## config.mk

```make
export PLATFORM = sky130hd
export DESIGN_NAME = hsv_rgb_led_duty_setter_flat
export DESIGN_NICKNAME = d
export VERILOG_FILES = /design/src/rtl/hrds_pkg.sv /design/src/rtl/hrds_cmd_if.sv /design/src/rtl/hrds_duty_if.sv /design/src/rtl/hrds_front.sv /design/src/rtl/hrds_queue.sv /design/src/rtl/hrds_back.sv /design/src/rtl/hsv_rgb_led_duty_setter.sv /design/src/flat_wrapper.sv
export SDC_FILE = /design/constraint.sdc
export NUM_CORES = 2
export LEC_CHECK = 0
export BUFFER_PORTS_ARGS = -buffer_cell sky130_fd_sc_hd__buf_2
export CAP_MARGIN = 10
export CORE_MARGIN = 1.5
export CORE_UTILIZATION = 56
export DETAILED_ROUTE_END_ITERATION = 10
export HOLD_SLACK_MARGIN = 0.1
export PLACE_DENSITY_LB_ADDON = 0.3
export SETUP_SLACK_MARGIN = 0.15
export SYNTH_ARGS = -nofsm -noshare
export SYNTH_HDL_FRONTEND = slang
export SYNTH_SLANG_ARGS = --single-unit
```

## constraint.sdc

```tcl
create_clock -name clk -period 21.8 [get_ports clk]
set_input_delay 3.27 -clock clk [delete_from_list [all_inputs] [get_ports clk]]
set_output_delay 3.27 -clock clk [all_outputs]
set_load 0.02 [all_outputs]
```

## src/rtl/hrds_pkg.sv

```systemverilog
// Shared types, codes and arithmetic constants for the HSV/RGB LED duty setter.
`timescale 1ns / 1ps

package hrds_pkg;

  // Command queue between the front and back parts
  localparam int QUEUE_DEPTH = 2;
  localparam int QUEUE_AW    = $clog2(QUEUE_DEPTH);

  typedef enum logic {
    OP_RGB = 1'b0,
    OP_HSV = 1'b1
  } op_t;

  typedef enum logic [1:0] {
    SEL_BOTH   = 2'd0,
    SEL_FIRST  = 2'd1,
    SEL_SECOND = 2'd2,
    SEL_NONE   = 2'd3
  } sel_t;

  // Hue sextants of 60 degrees each
  typedef enum logic [2:0] {
    SEC_RED     = 3'd0,
    SEC_YELLOW  = 3'd1,
    SEC_GREEN   = 3'd2,
    SEC_CYAN    = 3'd3,
    SEC_BLUE    = 3'd4,
    SEC_MAGENTA = 3'd5
  } sector_t;

  // Range limits
  localparam logic [8:0] RGB_MAX = 9'd255;
  localparam logic [8:0] HUE_MAX = 9'd359;
  localparam logic [7:0] PCT_MAX = 8'd100;

  // Percent scale and sextant span for the conversion
  localparam logic [6:0] PCT_SCALE = 7'd100;
  localparam logic [5:0] FRAC_SPAN = 6'd60;

  // top = vp / 100 with vp < 2^15
  localparam logic [14:0] TOP_DIV   = 15'd100;
  localparam logic [8:0]  TOP_RECIP = 9'd327;
  localparam int          TOP_SHIFT = 15;

  // low = prod / 10000 with prod < 2^22
  localparam logic [21:0] LOW_DIV   = 22'd10000;
  localparam logic [8:0]  LOW_RECIP = 9'd419;
  localparam int          LOW_SHIFT = 22;

  // fall and rise steps: prod / 600000 with prod < 2^28
  localparam logic [27:0] EDGE_DIV   = 28'd600000;
  localparam logic [8:0]  EDGE_RECIP = 9'd447;
  localparam int          EDGE_SHIFT = 28;

  // One queued command, already checked and split up
  typedef struct packed {
    logic        bad;
    logic        hsv;
    sel_t        sel;
    logic [7:0]  red;
    logic [7:0]  green;
    logic [7:0]  blue;
    sector_t     sector;
    logic [5:0]  frac;
    logic [6:0]  sat;
    logic [14:0] vp;
  } hrds_item_t;

  // First hue degree of each sextant
  function automatic logic [8:0] sector_base(sector_t sec);
    logic [8:0] base;
    unique case (sec)
      SEC_RED:     base = 9'd0;
      SEC_YELLOW:  base = 9'd60;
      SEC_GREEN:   base = 9'd120;
      SEC_CYAN:    base = 9'd180;
      SEC_BLUE:    base = 9'd240;
      SEC_MAGENTA: base = 9'd300;
      default:     base = 9'd0;
    endcase
    return base;
  endfunction

endpackage

```

## src/rtl/hrds_cmd_if.sv

```systemverilog
// Command channel: mode, LED select and three values with valid/ready.
`timescale 1ns / 1ps

interface hrds_cmd_if;
  logic       valid;
  logic       ready;
  logic       operation;
  logic [1:0] led_select;
  logic [8:0] first_value;
  logic [7:0] second_value;
  logic [7:0] third_value;

  modport source (
    output valid, operation, led_select, first_value, second_value, third_value,
    input  ready
  );

  modport sink (
    input  valid, operation, led_select, first_value, second_value, third_value,
    output ready
  );
endinterface

```

## src/rtl/hrds_duty_if.sv

```systemverilog
// Result channel: six LED duties and the range error flag with valid/ready.
`timescale 1ns / 1ps

interface hrds_duty_if;
  logic       valid;
  logic       ready;
  logic [7:0] led1_red;
  logic [7:0] led1_green;
  logic [7:0] led1_blue;
  logic [7:0] led2_red;
  logic [7:0] led2_green;
  logic [7:0] led2_blue;
  logic       range_error;

  modport source (
    output valid, led1_red, led1_green, led1_blue, led2_red, led2_green, led2_blue,
    output range_error,
    input  ready
  );

  modport sink (
    input  valid, led1_red, led1_green, led1_blue, led2_red, led2_green, led2_blue,
    input  range_error,
    output ready
  );
endinterface

```

## src/rtl/hrds_front.sv

```systemverilog
// Front part: range check, hue sextant split and value scaling of each command.
`timescale 1ns / 1ps

module hrds_front import hrds_pkg::*; (
  hrds_cmd_if.sink   cmd,
  output logic       push_valid,
  input  logic       push_ready,
  output hrds_item_t push_item
);

  logic       rgb_bad;
  logic       hsv_bad;
  sector_t    sector;
  logic [8:0] frac_full;

  // Pass the handshake straight to the queue
  assign push_valid = cmd.valid;
  assign cmd.ready  = push_ready;

  // Check ranges and find the sextant
  always_comb begin
    rgb_bad = cmd.first_value > RGB_MAX;
    hsv_bad = (cmd.first_value > HUE_MAX) || (cmd.second_value > PCT_MAX) ||
              (cmd.third_value > PCT_MAX);

    priority if (cmd.first_value < sector_base(SEC_YELLOW)) sector = SEC_RED;
    else if (cmd.first_value < sector_base(SEC_GREEN))      sector = SEC_YELLOW;
    else if (cmd.first_value < sector_base(SEC_CYAN))       sector = SEC_GREEN;
    else if (cmd.first_value < sector_base(SEC_BLUE))       sector = SEC_CYAN;
    else if (cmd.first_value < sector_base(SEC_MAGENTA))    sector = SEC_BLUE;
    else                                                    sector = SEC_MAGENTA;

    frac_full = cmd.first_value - sector_base(sector);
  end

  // Build the queue entry; vp is value times 255
  always_comb begin
    push_item.hsv    = (op_t'(cmd.operation) == OP_HSV);
    push_item.bad    = push_item.hsv ? hsv_bad : rgb_bad;
    push_item.sel    = sel_t'(cmd.led_select);
    push_item.red    = cmd.first_value[7:0];
    push_item.green  = cmd.second_value;
    push_item.blue   = cmd.third_value;
    push_item.sector = sector;
    push_item.frac   = frac_full[5:0];
    push_item.sat    = cmd.second_value[6:0];
    push_item.vp     = {cmd.third_value[6:0], 8'h00} - {8'h00, cmd.third_value[6:0]};
  end

endmodule

```

## src/rtl/hrds_queue.sv

```systemverilog
// Short command queue that decouples the front part from the back part.
`timescale 1ns / 1ps

module hrds_queue import hrds_pkg::*; (
  input  logic       clk,
  input  logic       rst,
  input  logic       push_valid,
  output logic       push_ready,
  input  hrds_item_t push_item,
  output logic       pop_valid,
  input  logic       pop_ready,
  output hrds_item_t pop_item
);

  hrds_item_t          slots [QUEUE_DEPTH];
  logic [QUEUE_AW-1:0] wr_ptr;
  logic [QUEUE_AW-1:0] rd_ptr;
  logic [QUEUE_AW:0]   count;
  logic                push_fire;
  logic                pop_fire;

  assign push_ready = (count != (QUEUE_AW + 1)'(QUEUE_DEPTH));
  assign pop_valid  = (count != '0);
  assign pop_item   = slots[rd_ptr];
  assign push_fire  = push_valid && push_ready;
  assign pop_fire   = pop_valid && pop_ready;

  // Advance pointers and occupancy
  always_ff @(posedge clk) begin
    if (rst) begin
      wr_ptr <= '0;
      rd_ptr <= '0;
      count  <= '0;
    end else begin
      if (push_fire) begin
        wr_ptr <= (wr_ptr == QUEUE_AW'(QUEUE_DEPTH - 1)) ? '0 : wr_ptr + 1'b1;
      end
      if (pop_fire) begin
        rd_ptr <= (rd_ptr == QUEUE_AW'(QUEUE_DEPTH - 1)) ? '0 : rd_ptr + 1'b1;
      end
      unique case ({push_fire, pop_fire})
        2'b10:   count <= count + 1'b1;
        2'b01:   count <= count - 1'b1;
        default: count <= count;
      endcase
    end
  end

  // Store entries
  always_ff @(posedge clk) begin
    if (push_fire) begin
      slots[wr_ptr] <= push_item;
    end
  end

endmodule

```

## src/rtl/hrds_back.sv

```systemverilog
// Back part: HSV conversion sequencer, duty registers and result register.
`timescale 1ns / 1ps

module hrds_back import hrds_pkg::*; (
  input  logic        clk,
  input  logic        rst,
  input  logic        pop_valid,
  output logic        pop_ready,
  input  hrds_item_t  pop_item,
  hrds_duty_if.source duty
);

  typedef enum logic [2:0] {
    S_IDLE,
    S_MUL1,
    S_MUL2,
    S_MUL3,
    S_FIX,
    S_WRITE
  } state_t;

  state_t     state;
  hrds_item_t item;
  logic       out_valid;
  logic       err;

  logic [7:0] led1_red, led1_green, led1_blue;
  logic [7:0] led2_red, led2_green, led2_blue;

  // Conversion datapath registers
  logic [21:0] low_prod;
  logic [21:0] sat_prod;
  logic [27:0] fall_prod;
  logic [27:0] rise_prod;
  logic [7:0]  top_est, top_val;
  logic [7:0]  low_est, low_val;
  logic [7:0]  fall_est, fall_q;
  logic [7:0]  rise_est, rise_q;

  // Combinational products and corrections
  logic [23:0] top_mul;
  logic [14:0] top_rem;
  logic [30:0] low_mul;
  logic [21:0] low_rem;
  logic [36:0] fall_mul;
  logic [36:0] rise_mul;
  logic [27:0] fall_rem;
  logic [27:0] rise_rem;
  logic [7:0]  fall_val, rise_val;
  logic [7:0]  new_red, new_green, new_blue;
  logic        out_free;

  always_comb begin
    top_mul  = 24'(item.vp) * 24'(TOP_RECIP);
    top_rem  = item.vp - 15'(top_est) * TOP_DIV;
    low_mul  = 31'(low_prod) * 31'(LOW_RECIP);
    low_rem  = low_prod - 22'(low_est) * LOW_DIV;
    fall_mul = 37'(fall_prod) * 37'(EDGE_RECIP);
    rise_mul = 37'(rise_prod) * 37'(EDGE_RECIP);
    fall_rem = fall_prod - 28'(fall_est) * EDGE_DIV;
    rise_rem = rise_prod - 28'(rise_est) * EDGE_DIV;
  end

  // Pick colors by sextant, or pass direct values
  always_comb begin
    fall_val  = top_val - fall_q;
    rise_val  = top_val - rise_q;
    new_red   = item.red;
    new_green = item.green;
    new_blue  = item.blue;
    if (item.hsv) begin
      unique case (item.sector)
        SEC_RED:     begin new_red = top_val;  new_green = rise_val; new_blue = low_val;  end
        SEC_YELLOW:  begin new_red = fall_val; new_green = top_val;  new_blue = low_val;  end
        SEC_GREEN:   begin new_red = low_val;  new_green = top_val;  new_blue = rise_val; end
        SEC_CYAN:    begin new_red = low_val;  new_green = fall_val; new_blue = top_val;  end
        SEC_BLUE:    begin new_red = rise_val; new_green = low_val;  new_blue = top_val;  end
        default:     begin new_red = top_val;  new_green = low_val;  new_blue = fall_val; end
      endcase
    end
  end

  assign pop_ready = (state == S_IDLE);
  assign out_free  = !out_valid || duty.ready;

  assign duty.valid       = out_valid;
  assign duty.led1_red    = led1_red;
  assign duty.led1_green  = led1_green;
  assign duty.led1_blue   = led1_blue;
  assign duty.led2_red    = led2_red;
  assign duty.led2_green  = led2_green;
  assign duty.led2_blue   = led2_blue;
  assign duty.range_error = err;

  // Sequence one command at a time through the shared datapath
  always_ff @(posedge clk) begin
    if (rst) begin
      state      <= S_IDLE;
      out_valid  <= 1'b0;
      led1_red   <= '0;
      led1_green <= '0;
      led1_blue  <= '0;
      led2_red   <= '0;
      led2_green <= '0;
      led2_blue  <= '0;
    end else begin
      // Drop the result once it is taken, unless the write step replaces it
      if (out_valid && duty.ready && state != S_WRITE) begin
        out_valid <= 1'b0;
      end

      unique case (state)
        S_IDLE: begin
          if (pop_valid) begin
            item  <= pop_item;
            state <= (pop_item.hsv && !pop_item.bad) ? S_MUL1 : S_WRITE;
          end
        end

        // Scaled products and the top estimate
        S_MUL1: begin
          low_prod <= 22'(item.vp) * 22'(PCT_SCALE - item.sat);
          sat_prod <= 22'(item.vp) * 22'(item.sat);
          top_est  <= top_mul[TOP_SHIFT + 7:TOP_SHIFT];
          state    <= S_MUL2;
        end

        // Hue-weighted products, fix top, estimate low
        S_MUL2: begin
          fall_prod <= 28'(sat_prod) * 28'(item.frac);
          rise_prod <= 28'(sat_prod) * 28'(FRAC_SPAN - item.frac);
          top_val   <= top_est + 8'(top_rem >= TOP_DIV);
          low_est   <= low_mul[LOW_SHIFT + 7:LOW_SHIFT];
          state     <= S_MUL3;
        end

        // Estimate edge steps, fix low
        S_MUL3: begin
          fall_est <= fall_mul[EDGE_SHIFT + 7:EDGE_SHIFT];
          rise_est <= rise_mul[EDGE_SHIFT + 7:EDGE_SHIFT];
          low_val  <= low_est + 8'(low_rem >= LOW_DIV);
          state    <= S_FIX;
        end

        // Fix edge steps
        S_FIX: begin
          fall_q <= fall_est + 8'(fall_rem >= EDGE_DIV);
          rise_q <= rise_est + 8'(rise_rem >= EDGE_DIV);
          state  <= S_WRITE;
        end

        // Update duties and present the result once the output is free
        S_WRITE: begin
          if (out_free) begin
            if (!item.bad) begin
              if (item.sel == SEL_BOTH || item.sel == SEL_FIRST) begin
                led1_red   <= new_red;
                led1_green <= new_green;
                led1_blue  <= new_blue;
              end
              if (item.sel == SEL_BOTH || item.sel == SEL_SECOND) begin
                led2_red   <= new_red;
                led2_green <= new_green;
                led2_blue  <= new_blue;
              end
            end
            err       <= item.bad;
            out_valid <= 1'b1;
            state     <= S_IDLE;
          end
        end

        default: state <= S_IDLE;
      endcase
    end
  end

endmodule

```

## src/rtl/hsv_rgb_led_duty_setter.sv

```systemverilog
// Top level of the HSV/RGB LED duty setter.
//
// Usage:
//   cmd  (sink)   takes one command per transaction: mode, LED select and
//                 three values (RGB 0-255, or hue 0-359 / sat 0-100 / val 0-100).
//   duty (source) returns one transaction per command with all six duties
//                 after the command and a range error flag.
// An HSV command passes the back sequencer states MUL1, MUL2, MUL3, FIX and
// WRITE before its result is valid; a direct RGB or rejected command goes
// straight to WRITE. The sequencer takes a new command only once the last one
// is written, and runs the conversion on one shared multiply/correct datapath
// (three multiply steps and one fix step).
// A two-entry queue sits between the command checker and the sequencer, so
// commands are still taken while a result waits on the duty channel.
// Reset clears all duties to zero (both LEDs off), empties the queue and
// drops any pending result. When the receiver stalls, the result holds and
// the sequencer waits; the queue then fills and cmd.ready falls.
`timescale 1ns / 1ps

module hsv_rgb_led_duty_setter import hrds_pkg::*; (
  input  logic        clk,
  input  logic        rst,
  hrds_cmd_if.sink    cmd,
  hrds_duty_if.source duty
);

  logic       push_valid;
  logic       push_ready;
  hrds_item_t push_item;
  logic       pop_valid;
  logic       pop_ready;
  hrds_item_t pop_item;

  hrds_front u_front (
    .cmd        (cmd),
    .push_valid (push_valid),
    .push_ready (push_ready),
    .push_item  (push_item)
  );

  hrds_queue u_queue (
    .clk        (clk),
    .rst        (rst),
    .push_valid (push_valid),
    .push_ready (push_ready),
    .push_item  (push_item),
    .pop_valid  (pop_valid),
    .pop_ready  (pop_ready),
    .pop_item   (pop_item)
  );

  hrds_back u_back (
    .clk       (clk),
    .rst       (rst),
    .pop_valid (pop_valid),
    .pop_ready (pop_ready),
    .pop_item  (pop_item),
    .duty      (duty)
  );

endmodule

```

## src/flat_wrapper.sv

```systemverilog
// flat-port wrapper written by rule: the top's interface ports become plain ports
module hsv_rgb_led_duty_setter_flat import hrds_pkg::*;
  (clk, rst, cmd_valid, cmd_operation, cmd_led_select, cmd_first_value, cmd_second_value, cmd_third_value, cmd_ready, duty_valid, duty_led1_red, duty_led1_green, duty_led1_blue, duty_led2_red, duty_led2_green, duty_led2_blue, duty_range_error, duty_ready);
  hrds_cmd_if cmd_i ();
  hrds_duty_if duty_i ();
  input  logic clk;
  input  logic rst;
  input wire logic [$bits(cmd_i.valid)-1:0] cmd_valid;
  input wire logic [$bits(cmd_i.operation)-1:0] cmd_operation;
  input wire logic [$bits(cmd_i.led_select)-1:0] cmd_led_select;
  input wire logic [$bits(cmd_i.first_value)-1:0] cmd_first_value;
  input wire logic [$bits(cmd_i.second_value)-1:0] cmd_second_value;
  input wire logic [$bits(cmd_i.third_value)-1:0] cmd_third_value;
  output wire logic [$bits(cmd_i.ready)-1:0] cmd_ready;
  output wire logic [$bits(duty_i.valid)-1:0] duty_valid;
  output wire logic [$bits(duty_i.led1_red)-1:0] duty_led1_red;
  output wire logic [$bits(duty_i.led1_green)-1:0] duty_led1_green;
  output wire logic [$bits(duty_i.led1_blue)-1:0] duty_led1_blue;
  output wire logic [$bits(duty_i.led2_red)-1:0] duty_led2_red;
  output wire logic [$bits(duty_i.led2_green)-1:0] duty_led2_green;
  output wire logic [$bits(duty_i.led2_blue)-1:0] duty_led2_blue;
  output wire logic [$bits(duty_i.range_error)-1:0] duty_range_error;
  input wire logic [$bits(duty_i.ready)-1:0] duty_ready;
  assign cmd_i.valid = cmd_valid;
  assign cmd_i.operation = cmd_operation;
  assign cmd_i.led_select = cmd_led_select;
  assign cmd_i.first_value = cmd_first_value;
  assign cmd_i.second_value = cmd_second_value;
  assign cmd_i.third_value = cmd_third_value;
  assign cmd_ready = cmd_i.ready;
  assign duty_valid = duty_i.valid;
  assign duty_led1_red = duty_i.led1_red;
  assign duty_led1_green = duty_i.led1_green;
  assign duty_led1_blue = duty_i.led1_blue;
  assign duty_led2_red = duty_i.led2_red;
  assign duty_led2_green = duty_i.led2_green;
  assign duty_led2_blue = duty_i.led2_blue;
  assign duty_range_error = duty_i.range_error;
  assign duty_i.ready = duty_ready;
  hsv_rgb_led_duty_setter u_core (.clk(clk), .rst(rst), .cmd(cmd_i), .duty(duty_i));
endmodule
```

==> flow_summary.yaml <==
outcome:
  run_status: "completed"
sta:
  setup-violations-final: 0
  maxSlewViolCount: 0
  relSlewSlack_pct: 18.7
  grt_setup_unrepaired: "no"
  clk_skew_ps: 60.3
  final_cycle_utilization_of_the_critical_path_pct: 34.8
  count_of_final_hold_check_violations: 0
  fmax_mhz: 132
  timing.setup.tns_ps: 0
  worst_slack_ps: 14210
  final.min_clock_period_ps: 7590
  worstMarginPinSlew_ps: 1220
worst_setup_path:
  worst_r2r_endpoint: "u_core.u_back.rise_q[7]$_DFFE_PP_"
  crit_type: "flop to flop"
  worst-path-max-fanout: 7
  worst_r2r_path_depth: 26
  required_ps: 22140
  critical_path.startpoint_type: "flop"
  worst_r2r_startpoint: "u_core.u_back.rise_est[5]$_DFFE_PP_"
  worst_ep_arrival_time_ps: 7930
  timing.reg2reg.setup_slack_ps: 14210
  setup.worst_path.end_class: "flop"
floorplan:
  floorplan.rows: 112
  die_y_um: 312
  core_area_um2: 93900
  starting_utilization_of_the_core_area_pct: 56.8
  pin_count: 83
  dieArea_um2: 97100
  fp.dieW_um: 312
grt:
  grt_antenna_before_repair: 2
  grt_pass1_wl_um: 196000
  grt_max_degree: 67
  grt_overflow_total: 0
  grt_use_total_pct: 24.8
  grt_pass1_vias: 38493
placed_design:
  globalplace.congestion: 0.888
  portBuffers: 82
  dp.final_hpwl_um: 94700
  placement.cell_area_um2: 55200
  pre_cts_slack_ps: 14240
hold_path:
  min_delay_path_depth: 2
  min_from: "u_core.u_back.duty.led2_blue[4]$_SDFFE_PP0P_"
  worstHoldEndpoint: "u_core.u_back.duty.led2_blue[4]$_SDFFE_PP0P_"
  min_delay_path_class: "flop to flop"
detailed_routing:
  first_pass_iters: 5
  drt_iter0_drc: 2054
  route.vias.total: 36837
  detail-route-antenna-nets: 0
  detail_route.wl_per_cell_um: 17.3
  routed_wirelength_um: 117000
  vias_per_cell: 5.46
  remaining_drc_errors: 0
clock_tree:
  cts-root-buf: "clkbuf_16"
  cts.htree.levels: 2
  cts_buffers: 44
  clock_latency_ps: 630
  clk_pin_slew_worst_paths_ps: 60
  cts_tree: "yes"
  post_cts.repair.setup_buffers: 0
  cts_num_sinks: 367
  postcts_resize_cnt: 0
  max-clock-path-buffers: 3
  post_cts_hold_buffer_count: 0
logic_synthesis:
  synth_seq_cells: 367
  number_of_distinct_standard_cells_referenced_by_the_synthesized_netlist: 78
  synth_nets: 6963
  synth_edf_count: 310
  syn-mean-instance-area_um2: 9.83
  syn-cell-area_um2: 53300
  post_synth_inst_count: 5423
  ys_async_sr_fraction_pct: 0
  synth-seq-area-share_pct: 19.6
  synth-warning-count: 0
  predominant_post_synthesis_flop_cell: "edfxtp_1"
final_layout:
  combined_area_of_the_multi_input_logic_cells_um2: 38200
  drive_above_1_share_pct: 5.08
  fin_nets: 7000
  filler_cell_count: 7819
  commonest_non_fill_non_tap_cells_in_the_layout: "1131 x inv_1, 783 x ha_1, 725 x fa_1"
  final_common_cell: "inv_1"
  post-route-util_pct: 60.3
  areaGrowthSynthToFinish_pct: 6.23
  regArea_um2: 10500
  fin_area_um2: 56600
run:
  max_cap_viol_count: 0
==> per-stage QoR <==
step | hold WS (ps) | instances
floorplan | 420 | 5423
global placement | 427 | 6667
detailed placement | 438 | 6667
CTS | 452 | 6743
global route | 468 | 6745
finish | 452 | 6745
==> critical path: stages, from the launching register on <==
cell,delay (ps)
edfxtp_1,550
fa_1,580
inv_1,90
fa_1,500
inv_1,60
fa_1,500
fa_1,490
ha_1,350
or2_1,220
a21oi_1,270
a21oi_1,120
a21o_1,200
a21oi_1,180
xor2_1,160
ha_1,330
a21o_1,190
a2111oi_0,390
a21boi_1,200
a21o_1,240
a41oi_1,240
xor2_1,180
nand2_1,60
or4_1,610
ha_1,220
and2_1,200
nand4_1,140
xnor2_1,80
==> cell usage after synthesis (40+ instances only) <==
cell | count | area share (%)
ha_1 | 783 | 18
fa_1 | 725 | 27
nand2b_1 | 74 | 0.87
o21ai_0 | 101 | 0.95
a21oi_1 | 240 | 2.3
nor2_1 | 221 | 1.6
nand3_1 | 49 | 0.46
nor2b_1 | 40 | 0.47
edfxtp_1 | 310 | 17
xnor2_1 | 179 | 2.9
and2_1 | 216 | 2.5
dfxtp_1 | 57 | 2.1
clkbuf_1 | 121 | 0.85
inv_1 | 1131 | 8.0
nor3_1 | 59 | 0.55
mux2_2 | 52 | 1.1
xor2_1 | 81 | 1.3
a21o_1 | 94 | 1.3
nand2_1 | 401 | 2.8
==> layout make-up <==
type	instances	share of cell area [%]
Sequential cell	367	18.5
Clock inverter	16	0.402
Tap cell	1254	2.77
Antenna cell	1	0.00442
Inverter	1134	7.51
Clock buffer	60	2.21
Multi-Input combinational cell	3788	67.4
Timing Repair Buffer	125	1.29
==> worst max path at each step <==
stage | start | to | slack (ps) | cells past startpoint
after global placement | u_core.u_back.rise_est[5]$_DFFE_PP_ | u_core.u_back.rise_q[7]$_DFFE_PP_ | 14280 | 26
after global routing | u_core.u_back.rise_est[5]$_DFFE_PP_ | u_core.u_back.rise_q[7]$_DFFE_PP_ | 13850 | 26
after detailed placement | u_core.u_back.rise_est[5]$_DFFE_PP_ | u_core.u_back.rise_q[7]$_DFFE_PP_ | 14240 | 26
final | u_core.u_back.rise_est[5]$_DFFE_PP_ | u_core.u_back.rise_q[7]$_DFFE_PP_ | 14210 | 26
after floorplan | rst | u_core.u_back.fall_prod[0]$_DFFE_PP_ | 12650 | 3
after CTS | u_core.u_back.rise_est[5]$_DFFE_PP_ | u_core.u_back.rise_q[7]$_DFFE_PP_ | 14230 | 26
==> cell families (layout without fill, tap and decap cells) <==
family / Yosys count / count (layout) / synth area share [%]
fa+ha+maj: 1508 / 1508 / 45.6
buf+inv: 1268 / 1335 / 8.93
simple gates: 1184 / 1184 / 10.8
compound gates: 758 / 758 / 9.18
flops: 367 / 367 / 19.6
xor+xnor: 260 / 260 / 4.27
mux: 78 / 78 / 1.59
other cells: 0 / 1 / 0
==> flip-flops by register name, indices dropped and copies added (netlist names), 2 cells and up, named ones only <==
signal                         flops
u_core.u_queue.slots              98
u_core.u_back.duty.led2_red        8
u_core.u_back.low_prod            22
u_core.u_queue.count               2
u_core.u_back.top_val              8
u_core.u_back.rise_est             8
u_core.u_back.duty.led1_blue       8
u_core.u_back.duty.led1_red        8
u_core.u_back.fall_est             8
u_core.u_back.item                49
u_core.u_back.sat_prod            21
u_core.u_back.low_est              8
u_core.u_back.duty.led1_green      8
u_core.u_back.rise_prod           27
u_core.u_back.fall_q               8
u_core.u_back.duty.led2_green      8
u_core.u_back.low_val              8
u_core.u_back.fall_prod           28
u_core.u_back.rise_q               8
u_core.u_back.duty.led2_blue       8
u_core.u_back.state                3
u_core.u_back.top_est              8
==> layer usage <==
layer	wire length [um]	vias to the layer above	GRT usage (%)
li1	-	17678	-
met5	7	-	0
met3	4890	168	2.38
met1	51200	18231	33.1
met4	3530	2	7.34
met2	56900	758	42.7
Power is not shown: default switching activity piles up to over one toggle a cycle in this logic, so the estimate is an artifact.
